$ cat config.mk
export PLATFORM = sky130hd
export DESIGN_NAME = ordered_entry_list_top
export DESIGN_NICKNAME = d
export VERILOG_FILES = /design/src/hw/rtl/oel_pkg.sv /design/src/hw/rtl/oel_ctrl.sv /design/src/hw/rtl/oel_datapath.sv /design/src/hw/rtl/ordered_entry_list_top.sv
export SDC_FILE = /design/constraint.sdc
export NUM_CORES = 1
export LEC_CHECK = 0
export ABC_AREA = 1
export BUFFER_PORTS_ARGS = -buffer_cell sky130_fd_sc_hd__buf_2
export CORE_MARGIN = 2
export CORE_UTILIZATION = 62
export CTS_BUF_LIST = sky130_fd_sc_hd__clkbuf_16
export DETAILED_ROUTE_END_ITERATION = 10
export PLACE_DENSITY = 0.83
export SLEW_MARGIN = 25
export SYNTH_ARGS = -nofsm -noshare
export SYNTH_HDL_FRONTEND = slang
export SYNTH_HIERARCHICAL = 1
export SYNTH_SLANG_ARGS = --single-unit
$ cat constraint.sdc
create_clock -name clk_i -period 4.05 [get_ports clk_i]
set_input_delay 1.215 -clock clk_i [delete_from_list [all_inputs] [get_ports clk_i]]
set_output_delay 1.215 -clock clk_i [all_outputs]
set_load 0.01 [all_outputs]
$ cat src/hw/rtl/oel_pkg.sv
// Package for the ordered entry list: request and response types, codes,
// controller states and the command and status bundles between the two halves.
// No dependencies.
`default_nettype none

package oel_pkg;

  // Default number of entries the list can hold.
  localparam int unsigned OEL_CAPACITY_DEF = 16;

  // Width of one stored entry: a two-bit tag above an eight-bit value.
  localparam int unsigned ENTRY_W = 10;

  typedef enum logic [1:0] {
    OP_INS_FRONT = 2'd0,
    OP_INS_BACK  = 2'd1,
    OP_REM_LAST  = 2'd2,
    OP_REM_MATCH = 2'd3
  } oel_op_e;

  typedef enum logic [1:0] {
    STATUS_DONE = 2'd0,
    STATUS_FULL = 2'd1,
    STATUS_MISS = 2'd2
  } oel_status_e;

  typedef enum logic [2:0] {
    S_IDLE,
    S_SCAN_RD,
    S_SCAN_CMP,
    S_SHIFT_RD,
    S_SHIFT_WR
  } oel_state_e;

  typedef struct packed {
    oel_op_e    operation;
    logic [7:0] entry_value;
    logic [1:0] entry_tag;
  } oel_req_t;

  typedef struct packed {
    oel_status_e status;
    logic [4:0]  entry_count;
  } oel_rsp_t;

  // Commands from the controller to the datapath.
  typedef struct packed {
    logic        latch_req;  // capture the request for a search
    logic        push_front; // write the request entry before the head
    logic        push_back;  // write the request entry after the tail
    logic        count_dec;  // drop one entry from the count
    logic        pos_clr;    // restart the position counter
    logic        pos_inc;    // advance the position counter
    logic        rd_en;      // read the memory
    logic        rd_next;    // read one position past the counter
    logic        wr_shift;   // write the read data back at the counter
    logic        finish;     // present a response
    oel_status_e fin_status;
  } oel_cmd_t;

  // Status from the datapath to the controller.
  typedef struct packed {
    logic full;
    logic empty;
    logic pos_at_end;
    logic next_at_end;
    logic match;
  } oel_stat_t;

endpackage : oel_pkg

`default_nettype wire

$ cat src/hw/rtl/oel_ctrl.sv
// Controller of the ordered entry list: sequences searches and gap closing.
// Depends on oel_pkg.
`default_nettype none

module oel_ctrl (
  input  wire logic              clk_i,
  input  wire logic              rst_ni,
  input  wire logic              start,
  input  wire oel_pkg::oel_op_e  op_i,
  input  wire oel_pkg::oel_stat_t stat_i,
  output oel_pkg::oel_cmd_t      cmd_o,
  output logic                   busy_o
);
  import oel_pkg::*;

  oel_state_e state_q, state_d;

  // State register.
  always_ff @(posedge clk_i or negedge rst_ni) begin
    if (!rst_ni) begin
      state_q <= S_IDLE;
    end else begin
      state_q <= state_d;
    end
  end

  // Next state.
  always_comb begin
    state_d = state_q;
    unique case (state_q)
      S_IDLE: begin
        if (start && (op_i == OP_REM_MATCH)) state_d = S_SCAN_RD;
      end
      S_SCAN_RD: begin
        state_d = stat_i.pos_at_end ? S_IDLE : S_SCAN_CMP;
      end
      S_SCAN_CMP: begin
        state_d = stat_i.match ? S_SHIFT_RD : S_SCAN_RD;
      end
      S_SHIFT_RD: begin
        state_d = stat_i.next_at_end ? S_IDLE : S_SHIFT_WR;
      end
      S_SHIFT_WR: begin
        state_d = S_SHIFT_RD;
      end
      default: state_d = S_IDLE;
    endcase
  end

  // Commands to the datapath.
  always_comb begin
    cmd_o = '0;
    cmd_o.fin_status = STATUS_DONE;
    unique case (state_q)
      S_IDLE: begin
        if (start) begin
          unique case (op_i)
            OP_INS_FRONT: begin
              cmd_o.finish = 1'b1;
              if (stat_i.full) cmd_o.fin_status = STATUS_FULL;
              else cmd_o.push_front = 1'b1;
            end
            OP_INS_BACK: begin
              cmd_o.finish = 1'b1;
              if (stat_i.full) cmd_o.fin_status = STATUS_FULL;
              else cmd_o.push_back = 1'b1;
            end
            OP_REM_LAST: begin
              cmd_o.finish = 1'b1;
              if (stat_i.empty) cmd_o.fin_status = STATUS_MISS;
              else cmd_o.count_dec = 1'b1;
            end
            OP_REM_MATCH: begin
              cmd_o.latch_req = 1'b1;
              cmd_o.pos_clr   = 1'b1;
            end
            default: cmd_o = '0;
          endcase
        end
      end
      S_SCAN_RD: begin
        if (stat_i.pos_at_end) begin
          cmd_o.finish     = 1'b1;
          cmd_o.fin_status = STATUS_MISS;
        end else begin
          cmd_o.rd_en = 1'b1;
        end
      end
      S_SCAN_CMP: begin
        // The position stays on the match; the gap is closed from there.
        if (!stat_i.match) cmd_o.pos_inc = 1'b1;
      end
      S_SHIFT_RD: begin
        if (stat_i.next_at_end) begin
          cmd_o.count_dec = 1'b1;
          cmd_o.finish    = 1'b1;
        end else begin
          cmd_o.rd_en   = 1'b1;
          cmd_o.rd_next = 1'b1;
        end
      end
      S_SHIFT_WR: begin
        cmd_o.wr_shift = 1'b1;
        cmd_o.pos_inc  = 1'b1;
      end
      default: cmd_o = '0;
    endcase
  end

  assign busy_o = (state_q != S_IDLE);

endmodule : oel_ctrl

`default_nettype wire

$ cat src/hw/rtl/oel_datapath.sv
// Datapath of the ordered entry list: circular entry memory, head pointer,
// count, position counter and the registered response. Depends on oel_pkg.
`default_nettype none

module oel_datapath #(
  parameter int unsigned CAPACITY = oel_pkg::OEL_CAPACITY_DEF
) (
  input  wire logic               clk_i,
  input  wire logic               rst_ni,
  input  wire oel_pkg::oel_req_t  req_i,
  input  wire oel_pkg::oel_cmd_t  cmd_i,
  output oel_pkg::oel_stat_t      stat_o,
  output logic                    done_o,
  output oel_pkg::oel_rsp_t       rsp_o
);
  import oel_pkg::*;

  localparam int unsigned IDX_W = (CAPACITY > 1) ? $clog2(CAPACITY) : 1;
  localparam int unsigned CNT_W = $clog2(CAPACITY + 1);
  localparam int unsigned SUM_W = CNT_W + 1;
  localparam int unsigned EXT_W = CNT_W + 5;

  // Logical position to memory address, with the wrap past the last entry.
  function automatic logic [IDX_W-1:0] phys(input logic [IDX_W-1:0] head,
                                            input logic [CNT_W-1:0] pos);
    logic [SUM_W-1:0] sum;
    sum = SUM_W'(head) + SUM_W'(pos);
    if (sum >= SUM_W'(CAPACITY)) sum = sum - SUM_W'(CAPACITY);
    return IDX_W'(sum);
  endfunction

  logic [ENTRY_W-1:0] mem_q [CAPACITY];
  logic [ENTRY_W-1:0] rd_data_q;
  logic [IDX_W-1:0]   head_q, head_d, head_m1;
  logic [CNT_W-1:0]   count_q, count_d;
  logic [CNT_W-1:0]   pos_q, pos_d, rd_pos;
  oel_req_t           req_q;
  logic               done_q;
  oel_rsp_t           rsp_q, rsp_d;
  logic [IDX_W-1:0]   wr_addr, rd_addr;
  logic [ENTRY_W-1:0] wr_data;
  logic               wr_en;
  logic [EXT_W-1:0]   count_ext;

  assign head_m1 = (head_q == '0) ? IDX_W'(CAPACITY - 1) : head_q - 1'b1;

  // Head, count and position updates.
  always_comb begin
    head_d  = head_q;
    count_d = count_q;
    pos_d   = pos_q;
    if (cmd_i.push_front) head_d = head_m1;
    if (cmd_i.push_front || cmd_i.push_back) count_d = count_q + 1'b1;
    if (cmd_i.count_dec) count_d = count_q - 1'b1;
    if (cmd_i.pos_clr) pos_d = '0;
    if (cmd_i.pos_inc) pos_d = pos_q + 1'b1;
  end

  always_ff @(posedge clk_i or negedge rst_ni) begin
    if (!rst_ni) begin
      head_q  <= '0;
      count_q <= '0;
      pos_q   <= '0;
      done_q  <= 1'b0;
    end else begin
      head_q  <= head_d;
      count_q <= count_d;
      pos_q   <= pos_d;
      done_q  <= cmd_i.finish;
    end
  end

  // Request capture for searches, and the response register.
  assign count_ext         = EXT_W'(count_d);
  assign rsp_d.status      = cmd_i.fin_status;
  assign rsp_d.entry_count = count_ext[4:0];

  always_ff @(posedge clk_i) begin
    if (cmd_i.latch_req) req_q <= req_i;
    if (cmd_i.finish) rsp_q <= rsp_d;
  end

  // Memory port selection: inserts come straight from the request.
  always_comb begin
    wr_en   = cmd_i.push_front || cmd_i.push_back || cmd_i.wr_shift;
    wr_addr = phys(head_q, pos_q);
    wr_data = rd_data_q;
    if (cmd_i.push_front) begin
      wr_addr = head_m1;
      wr_data = {req_i.entry_tag, req_i.entry_value};
    end else if (cmd_i.push_back) begin
      wr_addr = phys(head_q, count_q);
      wr_data = {req_i.entry_tag, req_i.entry_value};
    end
  end

  assign rd_pos  = cmd_i.rd_next ? pos_q + 1'b1 : pos_q;
  assign rd_addr = phys(head_q, rd_pos);

  // Entry memory with one write port and one registered read port.
  always_ff @(posedge clk_i) begin
    if (wr_en) mem_q[wr_addr] <= wr_data;
    if (cmd_i.rd_en) rd_data_q <= mem_q[rd_addr];
  end

  // Status toward the controller.
  assign stat_o.full        = (count_q == CNT_W'(CAPACITY));
  assign stat_o.empty       = (count_q == '0);
  assign stat_o.pos_at_end  = (pos_q == count_q);
  assign stat_o.next_at_end = ((SUM_W'(pos_q) + 1'b1) >= SUM_W'(count_q));
  assign stat_o.match       = (rd_data_q == {req_q.entry_tag, req_q.entry_value});

  assign done_o = done_q;
  assign rsp_o  = rsp_q;

endmodule : oel_datapath

`default_nettype wire

$ cat src/hw/rtl/ordered_entry_list_top.sv
// Ordered entry list, top level. Insert front, insert back and remove last
// leave busy low, and the result strobe follows in the next cycle. Remove
// matching keeps busy high while it walks the list through the single read
// port of the entry memory, first scanning and then closing the gap; the result
// strobe comes in the same cycle that busy falls. The receiver cannot stall.
// Reset empties the list; the entry memory itself is not cleared.
`default_nettype none

module ordered_entry_list_top #(
  parameter int unsigned CAPACITY = oel_pkg::OEL_CAPACITY_DEF
) (
  input  wire logic              clk_i,
  input  wire logic              rst_ni,
  input  wire logic              start,
  output logic                   busy,
  input  wire oel_pkg::oel_req_t req_i,
  output logic                   done_o,
  output oel_pkg::oel_rsp_t      rsp_o
);
  import oel_pkg::*;

  oel_cmd_t  cmd;
  oel_stat_t stat;
  logic      ctrl_busy;

  // Controller.
  oel_ctrl u_ctrl (
    .clk_i  (clk_i),
    .rst_ni (rst_ni),
    .start  (start),
    .op_i   (req_i.operation),
    .stat_i (stat),
    .cmd_o  (cmd),
    .busy_o (ctrl_busy)
  );

  // Datapath.
  oel_datapath #(
    .CAPACITY (CAPACITY)
  ) u_datapath (
    .clk_i  (clk_i),
    .rst_ni (rst_ni),
    .req_i  (req_i),
    .cmd_i  (cmd),
    .stat_o (stat),
    .done_o (done_o),
    .rsp_o  (rsp_o)
  );

  assign busy = ctrl_busy;

  // Requests other than remove matching answer in the next cycle.
  a_quick_done: assert property (@(posedge clk_i) disable iff (!rst_ni)
    (start && !busy && (req_i.operation != OP_REM_MATCH)) |=> done_o)
    else $error("single-cycle request gave no result");

  // A search always ends with a result.
  a_search_done: assert property (@(posedge clk_i) disable iff (!rst_ni)
    $fell(busy) |-> done_o)
    else $error("search ended without a result");

  // A full flag only answers a request accepted in the cycle before.
  a_full_src: assert property (@(posedge clk_i) disable iff (!rst_ni)
    (done_o && (rsp_o.status == STATUS_FULL)) |-> $past(start && !busy))
    else $error("full status without an accepted insert");

endmodule : ordered_entry_list_top

`default_nettype wire

Yosys cells after proc, flatten, opt, wreduce, memory -nomap -nowiden
Memories as Yosys holds them, arrays and structs flattened. A register that Yosys moved wholly into a read port is not among the register bits.
Cells that the tools add are included.
{"block": "op_classes", "addsub": 11, "magnitude_cmp": 4, "eq_ne": 11, "mux": 44, "n_reduce_logical": 10}
{"cell": "5-bit two-way mux", "count": 5}
{"cell": "4-bit two-way mux", "count": 6}
{"cell": "10-bit two-way mux", "count": 2}
{"cell": "4-bit by 5-bit adder with 6-bit output", "count": 3}
{"cell": "6-bit by 5-bit >= comparator with 1-bit output (second input constant)", "count": 3}
{"cell": "4-bit by 1-bit subtractor with 4-bit output (second input constant)", "count": 4}
{"cell": "3-bit one-hot mux with 5 select lines", "count": 1}
{"cell": "1-bit two-way mux", "count": 13}
{"cell": "12-bit two-way mux", "count": 1}
{"cell": "3-bit two-way mux", "count": 4}
{"cell": "5-bit by 1-bit adder with 5-bit output (second input constant)", "count": 2}
{"cell": "10-bit equality test", "count": 1}
{"cell": "1-bit one-hot mux with 3 select lines", "count": 3}
{"cell": "2-bit two-way mux", "count": 4}
{"cell": "5-bit by 1-bit adder with 6-bit output (second input constant)", "count": 1}
{"cell": "3-bit by 2-bit equality test with 1-bit output (second input constant)", "count": 2}
{"cell": "6-bit by 5-bit >= comparator with 1-bit output", "count": 1}
{"cell": "1-bit one-hot mux with 2 select lines", "count": 3}
{"cell": "3-bit one-hot mux with 2 select lines", "count": 1}
{"cell": "5-bit equality test", "count": 1}
{"cell": "5-bit equality test (second input constant)", "count": 1}
{"cell": "5-bit zero test", "count": 1}
{"cell": "5-bit by 1-bit subtractor with 5-bit output (second input constant)", "count": 1}
{"cell": "2-bit equality test (second input constant)", "count": 2}
{"cell": "13 further kinds", "count": 14}
{"block": "totals", "ff_bits": 35, "ram_bits": 160, "word_cells": 90, "memories": 1}
{"memory": "u_datapath.mem_q", "depth": 16, "width": 10, "read_ports": 1, "rd_clocked_by_memory_dff": 1, "wr": 1, "line": "oel_datapath.sv:32", "text": "logic [ENTRY_W-1:0] mem_q [CAPACITY];"}

Depth between registers and ports, before layout
Gate-level depths: netlist of the first run.
{"block": "logic_depth", "depth_word": 9, "depth_mapped": 25}

By module
The synthesis of the first run kept the hierarchy.
{"mod": "oel_datapath", "n_inst": 1, "cells_per_inst": 866, "area_per_inst_um2": 9127.5}
{"mod": "oel_ctrl", "n_inst": 1, "cells_per_inst": 48, "area_per_inst_um2": 310.3}

Worst setup path after synthesis of the first run
Ideal clock, no wire load.
{"block": "synth_path", "path_type": "input to register", "from": "in req_i[11] in the netlist's numbering", "to": "mem u_datapath.mem_q[13][0], enable pin", "setup_time_ns": 0.376, "arrival_time_ns": 3.513, "setup_slack_ns": 0.161, "cell_stages": 12, "cell_sequence": "inv_1 nand2_1 nor3_2 inv_2 nand2_1 o21ai_0 ha_1 fa_1 xnor2_1 o21ai_1 nand3_2 nor2_1"}
{"element": "from (decl)", "line": "ordered_entry_list_top.sv:16", "text": "input wire oel_pkg::oel_req_t req_i,"}
{"element": "to (decl)", "line": "oel_datapath.sv:32"}

==> results of run 1 <==
## cells by family (layout without fill, tap and decap cells)
group,count (synthesis),count (layout),share of synthesized area (%)
buffers and inverters,86,168,4.35
and+or+nand+nor,473,473,20.9
adders and majority gates,18,18,2.55
xor gates and xnor gates,16,16,1.48
DFF,205,205,64.3
AOI/OAI and AO/OA,116,116,6.50
## critical path: stages, from the launching register on
cell and delay, ns:
dfrtp_1 0.38, buf_4 0.16, nand3_1 0.10, nand2_2 0.06
nand2_2 0.09, inv_1 0.05, ha_1 0.29, nand2_1 0.07
nor3_1 0.17, nand2_1 0.08, nand4_1 0.12, nor2_1 0.06
buf_4 0.15, xor2_1 0.16, ha_2 0.20, inv_1 0.06
fa_2 0.64, buf_12 0.16, buf_8 0.14, nor2_1 0.05
o21ai_0 0.08, o21ai_1 0.09, nand2_1 0.09, nand2_2 0.10
nand2_1 0.12, nand2_1 0.07
## per-stage QoR
stage               area [µm²]  utilization [%]
floorplan                 9440                -
global placement          9900             65.9
detailed placement        9900             65.9
CTS                      10600             70.6
global route             10800             72.0
finish                   10800             72.0
## metal layers
metal	vias to the layer above	track usage, %	wire, µm
met4	0	13.6	1070
met3	94	5.07	2850
met5	-	0	0
li1	3216	-	-
met1	3273	37.1	8740
met2	479	45.0	11200
## cells in the final DEF, fill, tap and decap left out, types with 5 or more instances in the layout
master	synthesis	layout
nand2_2	5	16
clkbuf_16	0	24
nand3_2	10	11
inv_2	5	5
a21oi_1	5	5
xnor2_1	5	5
xor2_1	11	10
clkinv_1	0	5
o21ai_1	26	36
nand2_1	294	283
clkinvlp_4	0	5
buf_2	16	23
ha_1	16	14
dfrtp_1	18	18
o21ai_0	74	62
buf_4	9	44
nand3_1	32	31
inv_1	42	47
edfxtp_1	187	187
nor2_1	109	108
nand4_1	8	8
## layout make-up
class / instances / area [µm²]
clock buffers: 22 / 551
clock inverters: 17 / 110
fillers: 974 / 4210
inverters: 49 / 193
multi-input cells: 623 / 3020
flip-flops and latches: 205 / 6070
well taps: 188 / 235
repair buffers: 77 / 627
repair inverters: 3 / 22.5
## worst max-delay path by stage
stage,slack [ns],endpoint,from,cells after the start
after CTS,0.01,u_datapath/rd_data_q[5],u_datapath/pos_q[0],23
after floorplan,0.16,u_datapath/mem_q[13][0],req_i[11],12
final,0.08,u_datapath/rd_data_q[8],u_datapath/pos_q[0],25
after global placement,0.05,u_datapath/mem_q[10][1],req_i[11],15
after global routing,-0.13,u_datapath/rd_data_q[8],u_datapath/pos_q[0],25
after detailed placement,-0.02,u_datapath/rd_data_q[5],u_datapath/pos_q[0],22
## registers in the layout, summed over array words and instances, names as in the netlist, 3 cells and up
name and flops:
u_ctrl/state_q 3, u_datapath/count_q 5, u_datapath/head_q 4, u_datapath/mem_q 160
u_datapath/pos_q 5, u_datapath/rd_data_q 10, u_datapath/req_q 10, u_datapath/rsp_o 7
## repair_timing
action,in CTS,in global routing
hold endpoints to repair,0,0
gates resized for setup,2,37
buffers inserted,0,10
setup endpoints to repair,2,10
pin swaps,0,10
gates cloned,2,4
==> reports/metrics.cfg, run 1 <==
[outcome]
status = finished clean

[routing]
antenna_left = 0
dr.first_iter.drc_count = 949
wirelength_mm = 23.9
avgViaCountPerCell = 5.96
vias = 7062
firstDrtPassIters = 5
routedWlPerCell_um = 20.2
drc = 0

[worst_setup_path]
worst_setup_path_end_kind = flip-flop
path_class = reg2reg
required_ns = 4.31
reg2reg_to = u_datapath/rd_data_q[8]
reg2reg_slack_ns = 0.08
r2r-start = u_datapath/pos_q[0]
cp-start-kind = flip-flop
cp.arrival_ns = 4.23
cp_max_fo = 7
rr_worst_depth = 25

[floorplanning]
fp-row-count = 45
coreArea_um2 = 15000
die_h_um = 127
die_w_um = 127
initial_utilization_pct = 62.8
ioPinCount = 24
die_area_um2 = 16200

[grt]
grt_pass1_vias = 6745
grt_max_degree = 34
grt_overflow = 0
grt_pass1_wl_mm = 34.7
grt_use_total_pct = 27.9
antenna_found_initial = 0

[synthesis]
async_flop_share_pct = 8.78
avgSynthCellArea_um2 = 10.3
syn_nets = 947
synth_top_area_share_pct = 59.5
yosysMostFrequentCell = nand2_1
yosysSeqAreaShare_pct = 64.3
yosysTopAreaCell = edfxtp_1
synthCells = 914
syn_area_um2 = 9440
ys_top_cells_by_area = edfxtp_1, nand2_1, dfrtp_1
yosysWarnings = 6
ys_ff_latch = 205
synth_edf_count = 187
synth_common_cells = nand2_1, edfxtp_1, nor2_1, o21ai_0, inv_1
synthFlopType = edfxtp_1
synth_cell_type_count = 38

[min_path]
min_to = u_datapath/count_q[4]
min_path_type = reg2reg
whs_path_depth = 1
holdCritStartpoint = u_datapath/count_q[4]

[timing]
maxSlewHeadroom_pct = 36.7
worst_slew_pin_slew_ns = 0.943
post-route-min-period_ns = 3.97
fmax_mhz = 252
finalMaxSlewViolations = 0
clock_skew_ns = 0.0251
hold-worst-slack_ns = 0.546
worst_slack_ns = 0.0806
min_period_over_period_pct = 98.0
fin_tns_setup_ns = 0
finalSetupViolations = 0
rsz0062_at_grt = yes
hold_viol = 0

[cells_and_area]
layout.cells.non_filler = 1184
antenna_cells = 0
area_growth_pct = 14.7
layout-drive-gt1-share_pct = 16.2
nets = 1014

[clock_tree]
cts_hold_buf = 0
cts.sink_count = 205
cts.clk_slew.worst_paths_ns = 0.06
clk_latency_ns = 0.51
cts-root-buf = clkbuf_16
cts_tree = yes
cts_max_level = 1
clk_path_buf_depth = 3
cts_made_buffers = 22

[placement]
place_ws_ns = -0.0186
place_congestion = 0.945
dp.cells = 1129
hpwl_mm = 14.4
port_buffers = 23

[run]
maxCapViolations = 0

Power of run 1 is left out: the tool's default activity adds up to more than one toggle a clock period on the data nets, which glitch-free logic cannot reach.
==> run 2: changes to the inputs <==
--- a/config.mk
+++ b/config.mk
@@ -6,7 +6,7 @@
 export NUM_CORES = 1
 export LEC_CHECK = 0
 export ABC_AREA = 1
-export BUFFER_PORTS_ARGS = -buffer_cell sky130_fd_sc_hd__buf_2
+export BUFFER_PORTS_ARGS = -buffer_cell sky130_fd_sc_hd__buf_4
 export CORE_MARGIN = 2
 export CORE_UTILIZATION = 62
 export CTS_BUF_LIST = sky130_fd_sc_hd__clkbuf_16
==> reports/metrics.cfg, run 2 (synthesis results as in run 1) <==
[outcome]
status = finished clean

[timing]
hold_viol = 0
post-route-min-period_ns = 3.94
finalMaxSlewViolations = 0
clock_skew_ns = 0.00970
finalSetupViolations = 0
worst_slew_pin_slew_ns = 1.02
worst_slack_ns = 0.106
rsz0062_at_grt = yes
maxSlewHeadroom_pct = 31.6
fmax_mhz = 254
min_period_over_period_pct = 97.4

[worst_setup_path]
worst_setup_path_end_kind = flip-flop
path_delay_family = adder cells
required_ns = 4.31
cp_max_fo = 5
crit_chain = ha_2 > nand3_2 > xor2_2 > inv_1 > ha_1 > inv_1 > nor2_2 > nand3b_1 > nand4_1 > nor2_4 > xor2_1 > ha_2 > inv_2 > fa_2 > buf_12 > buf_6 > clkinvlp_4 > nand2_1 > nand2_1 > nand2_1 > nand2_1 > nand3_1 > nand2_1
cp_slowest_cell = fa_2
crit_top_cell = nand2_1
cp-start-kind = flip-flop
path_class = reg2reg
worst-path-stages = 23
rr_worst_depth = 23
critical-path-max-stage-delay_ns = 0.61
critical_path_buf_inv_count = 6
cp.arrival_ns = 4.21

[routing]
drc = 0
routedWlPerCell_um = 20.1
wirelength_mm = 23.8
vias = 7101
avgViaCountPerCell = 5.99
firstDrtPassIters = 5
antenna_left = 0
dr.first_iter.drc_count = 1062

[cells_and_area]
layout-drive-gt1-share_pct = 16.6
fin_util_pct = 72.8
antenna_cells = 0
top_register = u_datapath/mem_q
multiInputGateArea_um2 = 3030
mostFrequentLayoutCells = nand2_1, edfxtp_1, nor2_1, buf_4, o21ai_0
largest_reg_flops = 160
area_growth_pct = 16.0
reg_top3 = u_datapath/mem_q: 160 flops, u_datapath/rd_data_q: 10 flops, u_datapath/req_q: 10 flops
layout.cells.non_filler = 1186
nets = 1017
ff_latch_area_um2 = 6070
layout_commonest_cell = nand2_1
nFillCells = 967

[grt]
grt_max_degree = 56
grt_pass1_wl_mm = 35.1
grt_overflow = 0
grt_pass1_vias = 6681
grt_use_total_pct = 28.0
antenna_found_initial = 0

[placement]
dp.cells = 1131
hpwl_mm = 14.4
place_congestion = 0.964
port_buffers = 23
place_ws_ns = 0.0326

[clock_tree]
cts.clk_slew.worst_paths_ns = 0.07
clk_path_buf_depth = 3
cts.sink_count = 205
clk_latency_ns = 0.51
cts-root-buf = clkbuf_16
cts_hold_buf = 0
cts_tree = yes
cts_max_level = 1
cts_made_buffers = 21

[floorplanning]
fp-row-count = 45
coreArea_um2 = 15000
die_area_um2 = 16200
die_w_um = 127
initial_utilization_pct = 62.8
ioPinCount = 24
die_h_um = 127

[run]
maxCapViolations = 0

[min_path]
min_path_type = in2async

[run 2: area by class of cell]
cell class | instances | area share, %
well taps | 188 | 2.15
repair buffers | 81 | 7.06
multi-input cells | 623 | 27.6
clock inverters | 16 | 0.960
flip-flops and latches | 205 | 55.4
clock buffers | 21 | 4.80
inverters | 49 | 1.76
repair inverters | 3 | 0.206
[run 2: timing repair]
item,4_1_cts,5_1_grt
setup endpoints to repair,4,10
buffers inserted,0,9
hold endpoints to repair,0,0
gates cloned,0,9
resized for setup,2,45
pin swaps,0,15
[run 2: final timing paths]
check / start / to / slack (ns)
setup / recovery: u_datapath/pos_q[0] / u_datapath/rd_data_q[7] / 0.11
hold / removal: rst_ni / u_datapath/pos_q[0] / 0.57
setup reg to reg: u_datapath/pos_q[0] / u_datapath/rd_data_q[7] / 0.11
hold reg to reg: u_datapath/count_q[4] / u_datapath/count_q[4] / 0.57
max in group asynchronous: rst_ni / u_datapath/done_o / 3.27
min in group clk_i: u_datapath/count_q[4] / u_datapath/count_q[4] / 0.57
[run 2: metal layers]
layer | vias to the layer above | track usage (%) | part of all wire (%)
met2 | 463 | 45.7 | 47
met5 | - | 0 | 0
met1 | 3337 | 39.5 | 39
met4 | 0 | 8.79 | 3.2
met3 | 69 | 4.31 | 11
li1 | 3232 | - | -
[run 2: metrics by stage]
stage | cell area, µm² | hold WS (ns) | TNS (ns)
3_3_place_gp | 9990 | 0.538 | 0
6_report | 10900 | 0.570 | 0
2_1_floorplan | 9440 | 0.496 | 0
3_5_place_dp | 9990 | 0.532 | 0
4_1_cts | 10600 | 0.579 | 0
5_1_grt | 10900 | 0.586 | -0.924
Power of run 2 is left out for the same reason.
